==> config.mk <==
export PLATFORM = sky130hd
export DESIGN_NAME = lifo_stack_with_search_top
export DESIGN_NICKNAME = d
export VERILOG_FILES = /design/src/design/lifo_pkg.sv /design/src/design/lifo_stack_with_search_top.sv
export SDC_FILE = /design/constraint.sdc
export NUM_CORES = 1
export LEC_CHECK = 0
export BUFFER_PORTS_ARGS = -buffer_cell sky130_fd_sc_hd__buf_4
export CAP_MARGIN = 20
export CELL_PAD_IN_SITES_DETAIL_PLACEMENT = 1
export CELL_PAD_IN_SITES_GLOBAL_PLACEMENT = 1
export CORE_UTILIZATION = 53
export CTS_CLUSTER_DIAMETER = 50
export DETAILED_ROUTE_END_ITERATION = 7
export GPL_TIMING_DRIVEN = 0
export PLACE_DENSITY = 0.86
export SYNTH_ARGS = -nofsm -noshare
export SYNTH_HDL_FRONTEND = slang
export SYNTH_SLANG_ARGS = --single-unit
==> constraint.sdc <==
create_clock -name clock -period 5.96 [get_ports clock]
set_clock_uncertainty 0.2 [all_clocks]
set_input_delay 0.596 -clock clock [delete_from_list [all_inputs] [get_ports clock]]
set_output_delay 0.596 -clock clock [all_outputs]
set_load 0.005 [all_outputs]
==> src/design/lifo_pkg.sv <==
// Shared constants, codes and types of the LIFO stack with search.
package lifo_pkg;

   localparam int DEPTH  = 16;
   localparam int ADDR_W = $clog2(DEPTH);
   localparam int CNT_W  = 5;
   localparam int DATA_W = 32;

   typedef enum logic [2:0] {
      FUNC_PUSH   = 3'd0,
      FUNC_POP    = 3'd1,
      FUNC_PEEK   = 3'd2,
      FUNC_SEARCH = 3'd3,
      FUNC_CLEAR  = 3'd4
   } func_type;

   typedef enum logic [1:0] {
      STATUS_OK    = 2'd0,
      STATUS_UNDER = 2'd1,
      STATUS_OVER  = 2'd2
   } status_type;

   typedef enum logic [1:0] {
      S_IDLE,
      S_SCAN,
      S_FINISH
   } state_type;

endpackage

==> src/design/lifo_stack_with_search_top.sv <==
// LIFO stack of signed words with search, held in a one-port synchronous memory.
// Push, pop, peek, clear and unused codes: the accepted item starts a memory read, then the
// result and fill level are updated once the output is free; no new item is taken before the result is loaded.
// Search reads one entry per cycle from the bottom and stops at the first match
// or at the top entry, comparing at most 16 entries; on an empty stack no entry is compared.
// Reset clears the fill level and the output valid; the stored words are not cleared.
module lifo_stack_with_search_top (
   input  logic        clock,
   input  logic        reset,
   input  logic        req_tvalid,
   output logic        req_tready,
   input  logic [31:0] req_tdata,  // value[31:0]
   input  logic [2:0]  req_tuser,  // func[2:0]
   output logic        rsp_tvalid,
   input  logic        rsp_tready,
   // top_value[31:0], found[32], is_empty[33], entry_count[38:34], status[40:39], zeros
   output logic [47:0] rsp_tdata
);

   logic [lifo_pkg::DATA_W-1:0] mem [lifo_pkg::DEPTH];

   lifo_pkg::state_type state_ff, state_in;
   lifo_pkg::func_type  op_ff;
   logic signed [lifo_pkg::DATA_W-1:0] val_ff;
   logic [lifo_pkg::DATA_W-1:0] rd_data_ff;
   logic [lifo_pkg::CNT_W-1:0]  fill_ff, fill_in;
   logic [lifo_pkg::ADDR_W-1:0] idx_ff, idx_in;
   logic                        found_ff, found_in;

   logic                        rsp_valid_ff;
   logic signed [lifo_pkg::DATA_W-1:0] rsp_top_ff, top_in;
   logic                        rsp_found_ff;
   logic                        rsp_empty_ff;
   logic [lifo_pkg::CNT_W-1:0]  rsp_count_ff;
   lifo_pkg::status_type        rsp_status_ff, status_in;

   logic                        accept;
   logic                        load;
   logic                        rd_en;
   logic [lifo_pkg::ADDR_W-1:0] rd_addr;
   logic                        wr_en;
   logic                        scan_hit;
   logic                        scan_last;
   logic [lifo_pkg::CNT_W-1:0]  idx_next;

   assign accept    = req_tvalid && req_tready;
   assign idx_next  = lifo_pkg::CNT_W'(idx_ff) + lifo_pkg::CNT_W'(1);
   assign scan_hit  = (rd_data_ff == val_ff);
   assign scan_last = (idx_next >= fill_ff);

   always_comb begin
      state_in = state_ff;
      case (state_ff)
         lifo_pkg::S_IDLE: begin
            if (accept) begin
               if ((lifo_pkg::func_type'(req_tuser) == lifo_pkg::FUNC_SEARCH) &&
                   (fill_ff != '0)) begin
                  state_in = lifo_pkg::S_SCAN;
               end else begin
                  state_in = lifo_pkg::S_FINISH;
               end
            end
         end
         lifo_pkg::S_SCAN: begin
            if (scan_hit || scan_last) begin
               state_in = lifo_pkg::S_FINISH;
            end
         end
         lifo_pkg::S_FINISH: begin
            if (load) begin
               state_in = lifo_pkg::S_IDLE;
            end
         end
         default: begin
            state_in = lifo_pkg::S_IDLE;
         end
      endcase
   end

   always_comb begin
      req_tready = (state_ff == lifo_pkg::S_IDLE);
      load       = (state_ff == lifo_pkg::S_FINISH) && (!rsp_valid_ff || rsp_tready);
      rd_en      = 1'b0;
      rd_addr    = '0;
      idx_in     = idx_ff;
      found_in   = found_ff;
      wr_en      = 1'b0;
      fill_in    = fill_ff;
      top_in     = '0;
      status_in  = lifo_pkg::STATUS_OK;
      case (state_ff)
         lifo_pkg::S_IDLE: begin
            if (accept) begin
               rd_en    = 1'b1;
               found_in = 1'b0;
               idx_in   = '0;
               if (lifo_pkg::func_type'(req_tuser) == lifo_pkg::FUNC_SEARCH) begin
                  rd_addr = '0;
               end else begin
                  rd_addr = lifo_pkg::ADDR_W'(fill_ff - lifo_pkg::CNT_W'(1));
               end
            end
         end
         lifo_pkg::S_SCAN: begin
            if (scan_hit) begin
               found_in = 1'b1;
            end else if (!scan_last) begin
               idx_in  = idx_next[lifo_pkg::ADDR_W-1:0];
               rd_en   = 1'b1;
               rd_addr = idx_next[lifo_pkg::ADDR_W-1:0];
            end
         end
         lifo_pkg::S_FINISH: begin
            case (op_ff)
               lifo_pkg::FUNC_PUSH: begin
                  if (fill_ff >= lifo_pkg::CNT_W'(lifo_pkg::DEPTH)) begin
                     status_in = lifo_pkg::STATUS_OVER;
                  end else begin
                     wr_en   = load;
                     fill_in = fill_ff + lifo_pkg::CNT_W'(1);
                  end
               end
               lifo_pkg::FUNC_POP: begin
                  if (fill_ff == '0) begin
                     status_in = lifo_pkg::STATUS_UNDER;
                  end else begin
                     fill_in = fill_ff - lifo_pkg::CNT_W'(1);
                  end
               end
               lifo_pkg::FUNC_PEEK: begin
                  if (fill_ff == '0) begin
                     top_in    = '1;
                     status_in = lifo_pkg::STATUS_UNDER;
                  end else begin
                     top_in = rd_data_ff;
                  end
               end
               lifo_pkg::FUNC_CLEAR: begin
                  fill_in = '0;
               end
               default: begin
               end
            endcase
         end
         default: begin
         end
      endcase
   end

   always_ff @(posedge clock) begin
      if (rd_en) begin
         rd_data_ff <= mem[rd_addr];
      end
      if (wr_en) begin
         mem[fill_ff[lifo_pkg::ADDR_W-1:0]] <= val_ff;
      end
   end

   always_ff @(posedge clock) begin
      if (reset) begin
         state_ff     <= lifo_pkg::S_IDLE;
         fill_ff      <= '0;
         rsp_valid_ff <= 1'b0;
      end else begin
         state_ff <= state_in;
         if (load) begin
            fill_ff      <= fill_in;
            rsp_valid_ff <= 1'b1;
         end else if (rsp_tready) begin
            rsp_valid_ff <= 1'b0;
         end
      end
   end

   always_ff @(posedge clock) begin
      idx_ff   <= idx_in;
      found_ff <= found_in;
      if (accept) begin
         op_ff  <= lifo_pkg::func_type'(req_tuser);
         val_ff <= req_tdata;
      end
      if (load) begin
         rsp_top_ff    <= top_in;
         rsp_found_ff  <= (op_ff == lifo_pkg::FUNC_SEARCH) && found_ff;
         rsp_empty_ff  <= (fill_in == '0);
         rsp_count_ff  <= fill_in;
         rsp_status_ff <= status_in;
      end
   end

   assign rsp_tvalid = rsp_valid_ff;
   assign rsp_tdata  = {7'd0, rsp_status_ff, rsp_count_ff, rsp_empty_ff, rsp_found_ff,
                        rsp_top_ff};

   a_fill_bound: assert property (@(posedge clock) disable iff (reset)
      fill_ff <= lifo_pkg::CNT_W'(lifo_pkg::DEPTH))
      else $error("fill level exceeds the stack depth");

   a_write_room: assert property (@(posedge clock) disable iff (reset)
      wr_en |-> (fill_ff < lifo_pkg::CNT_W'(lifo_pkg::DEPTH)) && load)
      else $error("memory write without room or without a result");

   a_accept_leaves_idle: assert property (@(posedge clock) disable iff (reset)
      accept |=> (state_ff != lifo_pkg::S_IDLE))
      else $error("accepted item did not start work");

   a_count_matches: assert property (@(posedge clock) disable iff (reset)
      rsp_valid_ff |-> (rsp_count_ff == fill_ff) && (rsp_empty_ff == (fill_ff == '0)))
      else $error("held result count disagrees with fill level");

   a_load_shows: assert property (@(posedge clock) disable iff (reset)
      load |=> rsp_valid_ff)
      else $error("loaded result not presented");

endmodule

# [Word level (Yosys, flattened, before mapping)]
# Memory sizes are Yosys's and may differ from the RTL's. A register that Yosys moved wholly into a read port is not among the register bits.
# Cells that the tools add are included.
[word_totals] regBits=89 ramBits=512 in_bits=39 out_inout_bits=50 mem_count=1
[mem_list] name="mem" words=16 width=32 read_ports=1 rd_clocked_by_memory_dff=1 write_ports=1 line="lifo_stack_with_search_top.sv:20" text="logic [lifo_pkg::DATA_W-1:0] mem [lifo_pkg::DEPTH];"
[op_classes] addsub=3 magnitude_cmp=2 eq_ne=14 mux=36 reduce_logical=19
[op_table] cell="32-bit == test" count=1
[op_table] cell="32-bit 2-to-1 mux" count=1
[op_table] cell="4-bit 2-to-1 mux" count=7
[op_table] cell="4-bit case mux with 2 select lines" count=2
[op_table] cell="5-bit 2-to-1 mux" count=3
[op_table] cell="5-bit case mux with 3 select lines" count=1
[op_table] cell="1-bit 2-to-1 mux" count=13
[op_table] cell="5-bit logical NOT" count=2
[op_table] cell="2-bit 2-to-1 mux" count=5
[op_table] cell="2-bit != test, second input constant" count=5
[op_table] cell="3-bit by 2-bit == test with 1-bit output, second input constant" count=3
[op_table] cell="2-bit case mux with 3 select lines" count=1
[op_table] cell="3-bit AND reduction" count=2
[op_table] cell="4-bit by 1-bit adder with 5-bit output, second input constant" count=1
[op_table] cell="5-bit by 1-bit adder with 5-bit output, second input constant" count=1
[op_table] cell="5-bit greater-or-equal comparator" count=1
[op_table] cell="5-bit greater-or-equal comparator, second input constant" count=1
[op_table] cell="5-bit nonzero test" count=1
[op_table] cell="5-bit by 1-bit subtractor with 5-bit output, second input constant" count=1
[op_table] cell="1-bit logical AND" count=4
[op_table] cell="1-bit case mux with 2 select lines" count=2
[op_table] cell="2-bit case mux with 2 select lines" count=1
[op_table] cell="4-bit AND reduction" count=1
[op_table] cell="2-bit nonzero test" count=2
[op_table] cell="11 further kinds" count=12

# [Logic depth before layout (Yosys ltp)]
# Gate-level depths: netlist of run 1.
[logic_depth] ltp_word=8 depth_mapped=13

# [Worst setup path before layout of run 1]
# No wires, ideal clock.
[synth_path] path_kind="reg2reg" startpoint="register op_ff[1]" endpoint="memory mem[1][0] (netlist bit) (enable)" setup_ns=0.461 t_arrival_ns=3.808 slack_ns=1.491 stages_incl_launch_ff=7 n_path_buf=2 cell_sequence="edfxtp_1 > clkbuf_1 > or3_1 > clkbuf_1 > nor4_1 > nand2_1 > nor3_1"
[synth_via] elab_chain_len=5
[synth_rtl] item="start, declared" line="lifo_stack_with_search_top.sv:23" text="lifo_pkg::func_type op_ff;"
[synth_rtl] item="start signal, assigned" line="lifo_stack_with_search_top.sv:179" text="op_ff <= lifo_pkg::func_type'(req_tuser);"
[synth_rtl] item="3-bit logical NOT" line="lifo_stack_with_search_top.sv:114" text="case (op_ff)"
[synth_rtl] item="1-bit 2-to-1 mux" line="lifo_stack_with_search_top.sv:114"
[synth_rtl] item="1-bit 2-to-1 mux" line="lifo_stack_with_search_top.sv:91" text="case (state_ff)"
[synth_rtl] item="1-bit 2-to-1 mux" line="lifo_stack_with_search_top.sv:154" text="if (wr_en) begin"
[synth_rtl] item="1-bit 2-to-1 mux (implied by the code)" line="lifo_stack_with_search_top.sv:155" text="mem[fill_ff[lifo_pkg::ADDR_W-1:0]] <= val_ff;"
[synth_rtl] item="end, declared" line="lifo_stack_with_search_top.sv:20"
# No other way between the ends.

# [Worst setup path after layout of run 1]
[layout_path] startpoint="register idx_ff[0] (netlist bit)" endpoint="register rd_data_ff[24] (netlist bit) (read register of mem), data pin"
[layout_via] elab_chain_len=5 word_cells_on_any_way=8
[layout_rtl] item="start, declared" line="lifo_stack_with_search_top.sv:27" text="logic [lifo_pkg::ADDR_W-1:0] idx_ff, idx_in;"
[layout_rtl] item="start signal, assigned" line="lifo_stack_with_search_top.sv:176" text="idx_ff <= idx_in;"
[layout_rtl] item="4-bit by 1-bit adder with 5-bit output (*)" line="lifo_stack_with_search_top.sv:47" text="assign idx_next = lifo_pkg::CNT_W'(idx_ff) + lifo_pkg::CNT_W'(1);"
[layout_rtl] item="net idx_next, one bit" line="lifo_stack_with_search_top.sv:44" text="logic [lifo_pkg::CNT_W-1:0] idx_next;"
[layout_rtl] item="5-bit greater-or-equal comparator" line="lifo_stack_with_search_top.sv:49" text="assign scan_last = (idx_next >= fill_ff);"
[layout_rtl] item="4-bit 2-to-1 mux or 1-bit 2-to-1 mux (tied branches)" line="lifo_stack_with_search_top.sv:107" text="end else if (!scan_last) begin"
[layout_rtl] item="4-bit 2-to-1 mux or 1-bit 2-to-1 mux (tied branches)" line="lifo_stack_with_search_top.sv:105" text="if (scan_hit) begin"
[layout_rtl] item="4-bit case mux with 2 select lines or 1-bit case mux with 2 select lines (tied branches)" line="lifo_stack_with_search_top.sv:91"
[layout_rtl] item="end, declared" line="lifo_stack_with_search_top.sv:25" text="logic [lifo_pkg::DATA_W-1:0] rd_data_ff;"
# Mark *: on every way through the listed nets, which the timed path passes. The rest lies on a longest branch.
# A chain may end at the register's enable or synchronous reset.

==> results.md, run 1 <==
* Outcome: finished clean
* Final GP Congestion at 0.860
* P&R area growth vs syn at 18.4%
* Worst slew pin tran at 1080 ps
* Max Clk Rate at 0.191 GHz
* CP max FO at 10
* CTS tree: done
* Antenna-violating nets left at 0
* Distinct cells, synth at 51
* Initial antenna violation count at 0
* Yosys Warn Count at 0
* Die Y at 218 um
* Final worst-path cycle share at 0.876
* Crit path arrival time at 5330 ps
* Post_cts resized at 0
* Min-delay src: rsp_tready
* GRT Resource Usage Total at 0.317
* Post-CTS Setup Bufs at 0
* Largest net degree at the start of global routing at 28
* H-tree depth at 3
* FILL cells at 4023
* R2r setup slk at 740 ps
* Hold Path Class: input port to flop
* Leakage at 10.3 nW
* CTS Buffer Depth at 3
* Min cycle time layout at 5220 ps
* Antenna cells at 0
* # clock sinks at 633
* Max Cap Viol at 0
* Die ar. at 47500 um^2
* Number of global-route vias before repair at 16100
* Fin area at 29300 um^2
* Relative slew slack at 0.277
* Largest stage delay, worst path at 580 ps
* # setup viols final at 0
* Met1 wire length at 27.1 mm
* Dominant cells by area after synthesis: edfxtp_1, mux2i_1, a221oi_1
* CP max-delay cell: xor2_1
* Async set-reset flop share out of synthesis at 0
* Top FF cell, synth: edfxtp_1
* Top Metal Used: met4
* Post-Layout Cell Count at 2321
* Hold buffers post-CTS at 35
* Reg2reg start: idx_ff[0]
* Routed wl met3 at 6.24 mm
* Router iterations before antenna repair at 5
* Num rows at 78
* I/O Buffers at 80
* Fin. max-slew vios at 0
* Vias post-DR at 15100
* Post-synth EDFFs at 625
* Vias per cell at 6.51
* Area of the core at 45700 um^2
* CTS Buf Count at 68
* Crit path required time at 6070 ps
* DRC viols at 0
* Root Buffer Master: clkbuf_16
* Top cell type by total area after synthesis: edfxtp_1
* Crit-path cells: ha_1 > xor2_1 > ha_1 > a211oi_1 > o22ai_1 > nor3_4 > nand2_1 > o221ai_1 > buf_2 > buf_2 > o22ai_1 > or4_1
* IO Pins at 89
* Hpwl dp at 47.2 mm
* Initial Util at 0.541
* Yosys top cell area share at 0.760
* Layout cells sized above 1 at 0.166
* First-pass GRT wire length at 107 mm
* Syn avg cell area at 17.0 um^2
* Mapped Area at 24700 um^2
* Peak VDD IR at 0.207 mV
* DP Area at 26700 um^2
* Die width at 218 um
* GR Overflow Total at 0
* Post-Place Cells at 2165
* Clock-pin slew on the worst setup and hold paths at 60 ps
* Power Density at 343 nW/um^2
* Overall routed net length at 73.8 mm
* Critical path class: flop to flop
* WL met2 at 37.1 mm
* Post-synthesis sequential area ratio at 0.766
* CP Launch Type: flop
* DR WL/cell at 31.8 um
* Gate Count Post-Synth at 1451
* Fin nets at 1719
* DR iter-0 viols at 1761
* Final hold violation count at 0
* Post-synthesis register bit count at 633
* Worst-Skew Late Latency at 600 ps
* RSZ-0062 raised after global routing: false
* Critical path endpoint category: flop
* Worst Setup SP: idx_ff[0]
[cell type report]
class                      instances  area, um^2  area share
sequential                       633       18900       0.647
timing repair buffer             143        1440      0.0491
clock inverter                    34         375      0.0128
clock buffer                      87        1840      0.0628
buffer                            94         492      0.0168
inverter                           9        33.8     0.00115
multi-input combinational        721        5400       0.185
tap                              600         751      0.0257
[registers in the layout, indices dropped and copies added, names as in the netlist, 2 cells and up]
signal         count
val_ff            32
rsp_top_ff        32
state_ff           2
mem              512
rsp_status_ff      2
rd_data_ff        32
idx_ff             4
rsp_count_ff       5
fill_ff            5
op_ff              3
[critical path, delay by kind of cell, from the launching register on]
kind                       cells  cell delay, ps
DFF                            1             490
buffers and inverters          2             820
adders and majority gates      2             650
xor gates and xnor gates       1             580
and+or+nand+nor                3            1150
AOI/OAI and AO/OA              4            1010
[stage by stage]
step / hold slack [ps] / setup TNS [ps] / total power [mW] / utilization / setup WS (ps)
after floorplan: 299 / 0 / 5.51 / - / 1490
after global placement: 308 / -153980 / 5.76 / 0.571 / -1230
after detailed placement: 343 / 0 / 5.81 / 0.584 / 1060
after CTS: 162 / 0 / 10.0 / 0.640 / 901
after global routing: 215 / 0 / 10.2 / 0.640 / 643
final: 178 / 0 / 10.0 / 0.640 / 736
[cells in the final DEF (no fill, tap or decap), types with 12 or more instances in the layout]
| master | count |
|---|---|
| o21a_1 | 32 |
| or4_1 | 33 |
| edfxtp_1 | 625 |
| nor2_1 | 21 |
| xnor2_1 | 36 |
| clkinv_2 | 12 |
| nand2_1 | 84 |
| clkbuf_16 | 71 |
| clkbuf_1 | 55 |
| mux2i_1 | 189 |
| nor2_4 | 13 |
| buf_2 | 27 |
| o22ai_1 | 59 |
| dlygate4sd3_1 | 35 |
| buf_4 | 101 |
| buf_6 | 14 |
| a21oi_1 | 75 |
| a221oi_1 | 70 |
[report_power, final]
group	total, mW	internal [mW]	switching (mW)
registers	5.08	4.98	0.101
logic	0.695	0.248	0.447
clock network	4.25	2.50	1.75
total	10.0	7.72	2.30
[synthesized netlist by cell type (all sizes together), types with 2 or more instances]
master,n
nor3,12
nand4,10
edfxtp,625
nor2,34
nor2b,8
o21a,32
buf,55
or2,2
nand2,85
or4,33
dfxtp,8
mux2i,189
nand3,4
a211oi,7
xnor2,36
clkbuf,39
a221oi,70
a31oi,3
o22ai,59
o211ai,3
a21oi,75
o21ai,8
nand2b,7
ha,10
inv,9
nor4,5
and2,3
nor4b,3
and3,2
[layer usage]
| metal | up-vias | global-route usage |
|---|---|---|
| met5 | - | 0 |
| met4 | 0 | 0.153 |
| met3 | 200 | 0.0537 |
| met2 | 943 | 0.539 |
| met1 | 7749 | 0.395 |
| li1 | 6216 | - |
[kinds of logic after synthesis]
group                      count (synthesis)  share of synthesized area
AOI/OAI and AO/OA                        266                     0.0738
xor gates and xnor gates                  37                     0.0131
adders and majority gates                 10                    0.00506
buffers and inverters                    103                     0.0213
DFF                                      633                      0.766
muxes                                    189                     0.0766
other                                      1                   0.000152
and+or+nand+nor                          212                     0.0439
[path summary, 6_finish.rpt]
| kind | end | cells after the start |
|---|---|---|
| max | rd_data_ff[24] | 12 |
| min reg2reg | fill_ff[4] | 2 |
| max reg2reg | rd_data_ff[24] | 12 |
| min | rsp_tvalid | 3 |
(Power assumes the default switching activity.)
==> inputs of run 2 (changes only) <==
- CORE_UTILIZATION: 53 -> 43
- MAX_ROUTING_LAYER: unset -> met4
- PLACE_DENSITY: 0.86 -> 0.73
==> run 2 against run 1 <==
  * Non-clock buffer count increased by 4
  * Utilization decreased by 12 points
  * Routed wire length decreased by 4.8%
  * Combinational power decreased by 3%
  * Critical path type unchanged
==> results.md, run 2 (synthesis gave the netlist of run 1 again) <==
* First-pass GRT wire length at 103 mm (-3.8%)
* Delay-heaviest family, CP: simple AND/OR/NAND/NOR gates
* Relative slew slack at 0.417 (+0.139)
* Antenna-violating nets left at 0 (unchanged)
* Sink of the worst hold path: rsp_tvalid
* Vias per cell at 5.87 (-9.8%)
* Number of flip-flops in the largest register at 512 (unchanged)
* Num rows at 87 (+12%)
* H-tree depth at 3 (unchanged)
* Hold buffers post-CTS at 35 (unchanged)
* Largest stage delay, worst path at 530 ps (-50 ps)
* # setup viols final at 0 (unchanged)
* Min-delay src: rsp_tready
* Max Cap Viol at 0 (unchanged)
* CP Launch Type: flop
* Post-Place Setup Slack at 1040 ps (-27.3 ps)
* Util after Layout at 0.520 (-0.120)
* Crit path arrival time at 5180 ps (-150 ps)
* Peak VDD IR at 0.234 mV (+13%)
* Largest net degree at the start of global routing at 30 (+7.1%)
* Hpwl dp at 46.9 mm (-0.73%)
* Crit-path cells: ha_1 > xor2_1 > ha_1 > a211oi_1 > o22ai_1 > nor3_4 > nand2_1 > o221ai_1 > buf_2 > buf_2 > o22ai_1 > or4_1
* Post_cts resized at 0 (unchanged)
* Die width at 242 um (+11%)
* Die Y at 242 um (+11%)
* GRT Resource Usage Total at 0.250 (-0.0672)
* Fin nets at 1726 (+0.41%)
* WHS at 125 ps (-53.7 ps)
* Critical path class: flop to flop
* Commonest non-fill, non-tap cell in the layout: edfxtp_1
* Hold Path Class: input port to flop
* Most frequent cells in the layout: edfxtp_1, mux2i_1, buf_4
* Router iterations before antenna repair at 5 (unchanged)
* CP max-delay cell: or4_1
* IO Pins at 89 (unchanged)
* Crit path required time at 6100 ps (+30 ps)
* Die ar. at 58400 um^2 (+23%)
* P&R area growth vs syn at 19.1%
* Post-Layout Cell Count at 2479 (+6.8%)
* Overall routed net length at 70.2 mm (-4.8%)
* Final Worst Setup Slack at 918 ps (+182 ps)
* CP bufs+invs at 2 (unchanged)
* Fin. max-slew vios at 0 (unchanged)
* Final GP Congestion at 0.838 (-2.6%)
* Worst slew pin tran at 875 ps (-203 ps)
* Leakage at 10.3 nW (-0.17%)
* Layout cells sized above 1 at 0.164 (-0.00135)
* Post-Place Cells at 2325 (+7.4%)
* CP max FO at 10 (unchanged)
* DRC viols at 0 (unchanged)
* Min cycle time layout at 5040 ps (-182 ps)
* Reg2reg start: idx_ff[0]
* # clock sinks at 633 (unchanged)
* R2r setup slk at 920 ps (+180 ps)
* Number of global-route vias before repair at 15500 (-3.7%)
* DR WL/cell at 28.3 um (-11%)
* Initial antenna violation count at 0 (unchanged)
* RSZ-0062 raised after global routing: false
* Post-CTS Setup Bufs at 0 (unchanged)
* Outcome: finished clean
* FILL cells at 5292 (+32%)
* Max Clk Rate at 0.198 GHz (+3.6%)
* I/O Buffers at 80 (unchanged)
* Area of the core at 56600 um^2 (+24%)
* CTS tree: done
* GR Overflow Total at 0 (unchanged)
* Power Density at 335 nW/um^2 (-2.3%)
* CTS Buf Count at 71 (+4.4%)
* Critical path endpoint category: flop
* Worst reg2reg endpoint: rd_data_ff[28]
* Final hold violation count at 0 (unchanged)
* Root Buffer Master: clkbuf_16
* Antenna cells at 0 (unchanged)
* Initial Util at 0.436 (-0.104)
* Worst-Skew Late Latency at 620 ps (+20 ps)
* DR iter-0 viols at 1518 (-14%)
* Hold path depth at 3 (unchanged)
* CTS Buffer Depth at 3 (unchanged)
* Final worst-path cycle share at 0.846 (-0.0305)
* Vias post-DR at 14600 (-3.7%)
* Reg2reg path depth at 12 (unchanged)
* Clock-pin slew on the worst setup and hold paths at 60 ps (about the same)
-- run 2: cell types whose count changed in the layout (fill, tap and decap cells not counted), sizes merged --
cell and change:
clkbuf +1, clkinvlp +1, bufinv -5, inv +2, buf +4, clkinv -1
-- run 2: metal layers --
layer	vias to the layer above	GRT usage	wire (um)
li1	6238	-	-
met1	7613	0.311	28400
met2	558	0.412	35200
met3	143	0.0383	4310
met4	0	0.0987	2370
met5	-	-	0
-- run 2: stage by stage --
step           cell area (um^2)  total power, mW  TNS [ps]
2_1_floorplan             24700             5.51         0
5_1_grt                   29400             10.1         0
4_1_cts                   29400             9.91         0
6_report                  29400             9.86         0
3_3_place_gp              26300             5.78   -198310
3_5_place_dp              26900             5.82         0
-- run 2: worst max-delay path by stage --
stage / startpoint / to / slack [ps] / depth (start not counted)
floorplan: op_ff[1] / mem[1][0] / 1490 / 6
global placement: op_ff[1] / mem[3][16] / -1610 / 6
detailed placement: val_ff[2] / rd_data_ff[21] / 1040 / 11
CTS: val_ff[2] / rd_data_ff[20] / 1000 / 11
global route: idx_ff[0] / rd_data_ff[28] / 790 / 12
finish: idx_ff[0] / rd_data_ff[28] / 920 / 12
-- run 2: area by class of cell --
class | count | area [um^2] | share of cell area
Buffer | 94 | 492 | 0.0167
Clock buffer | 88 | 1880 | 0.0640
Clock inverter | 31 | 256 | 0.00871
Inverter | 9 | 33.8 | 0.00115
Multi-Input combinational cell | 721 | 5400 | 0.183
Sequential cell | 633 | 18900 | 0.643
Tap cell | 756 | 946 | 0.0321
Timing Repair Buffer | 147 | 1500 | 0.0508
-- run 2: tightest hold or removal path: stages --
cell	delay (ps)
buf_4	80
nand2b_1	130
a21oi_1	80
-- run 2: where the power goes --
group	total [mW]	switching, mW	internal (mW)
clock network	4.11	1.77	2.34
registers	5.08	0.0979	4.98
logic	0.677	0.429	0.248
total	9.86	2.29	7.57
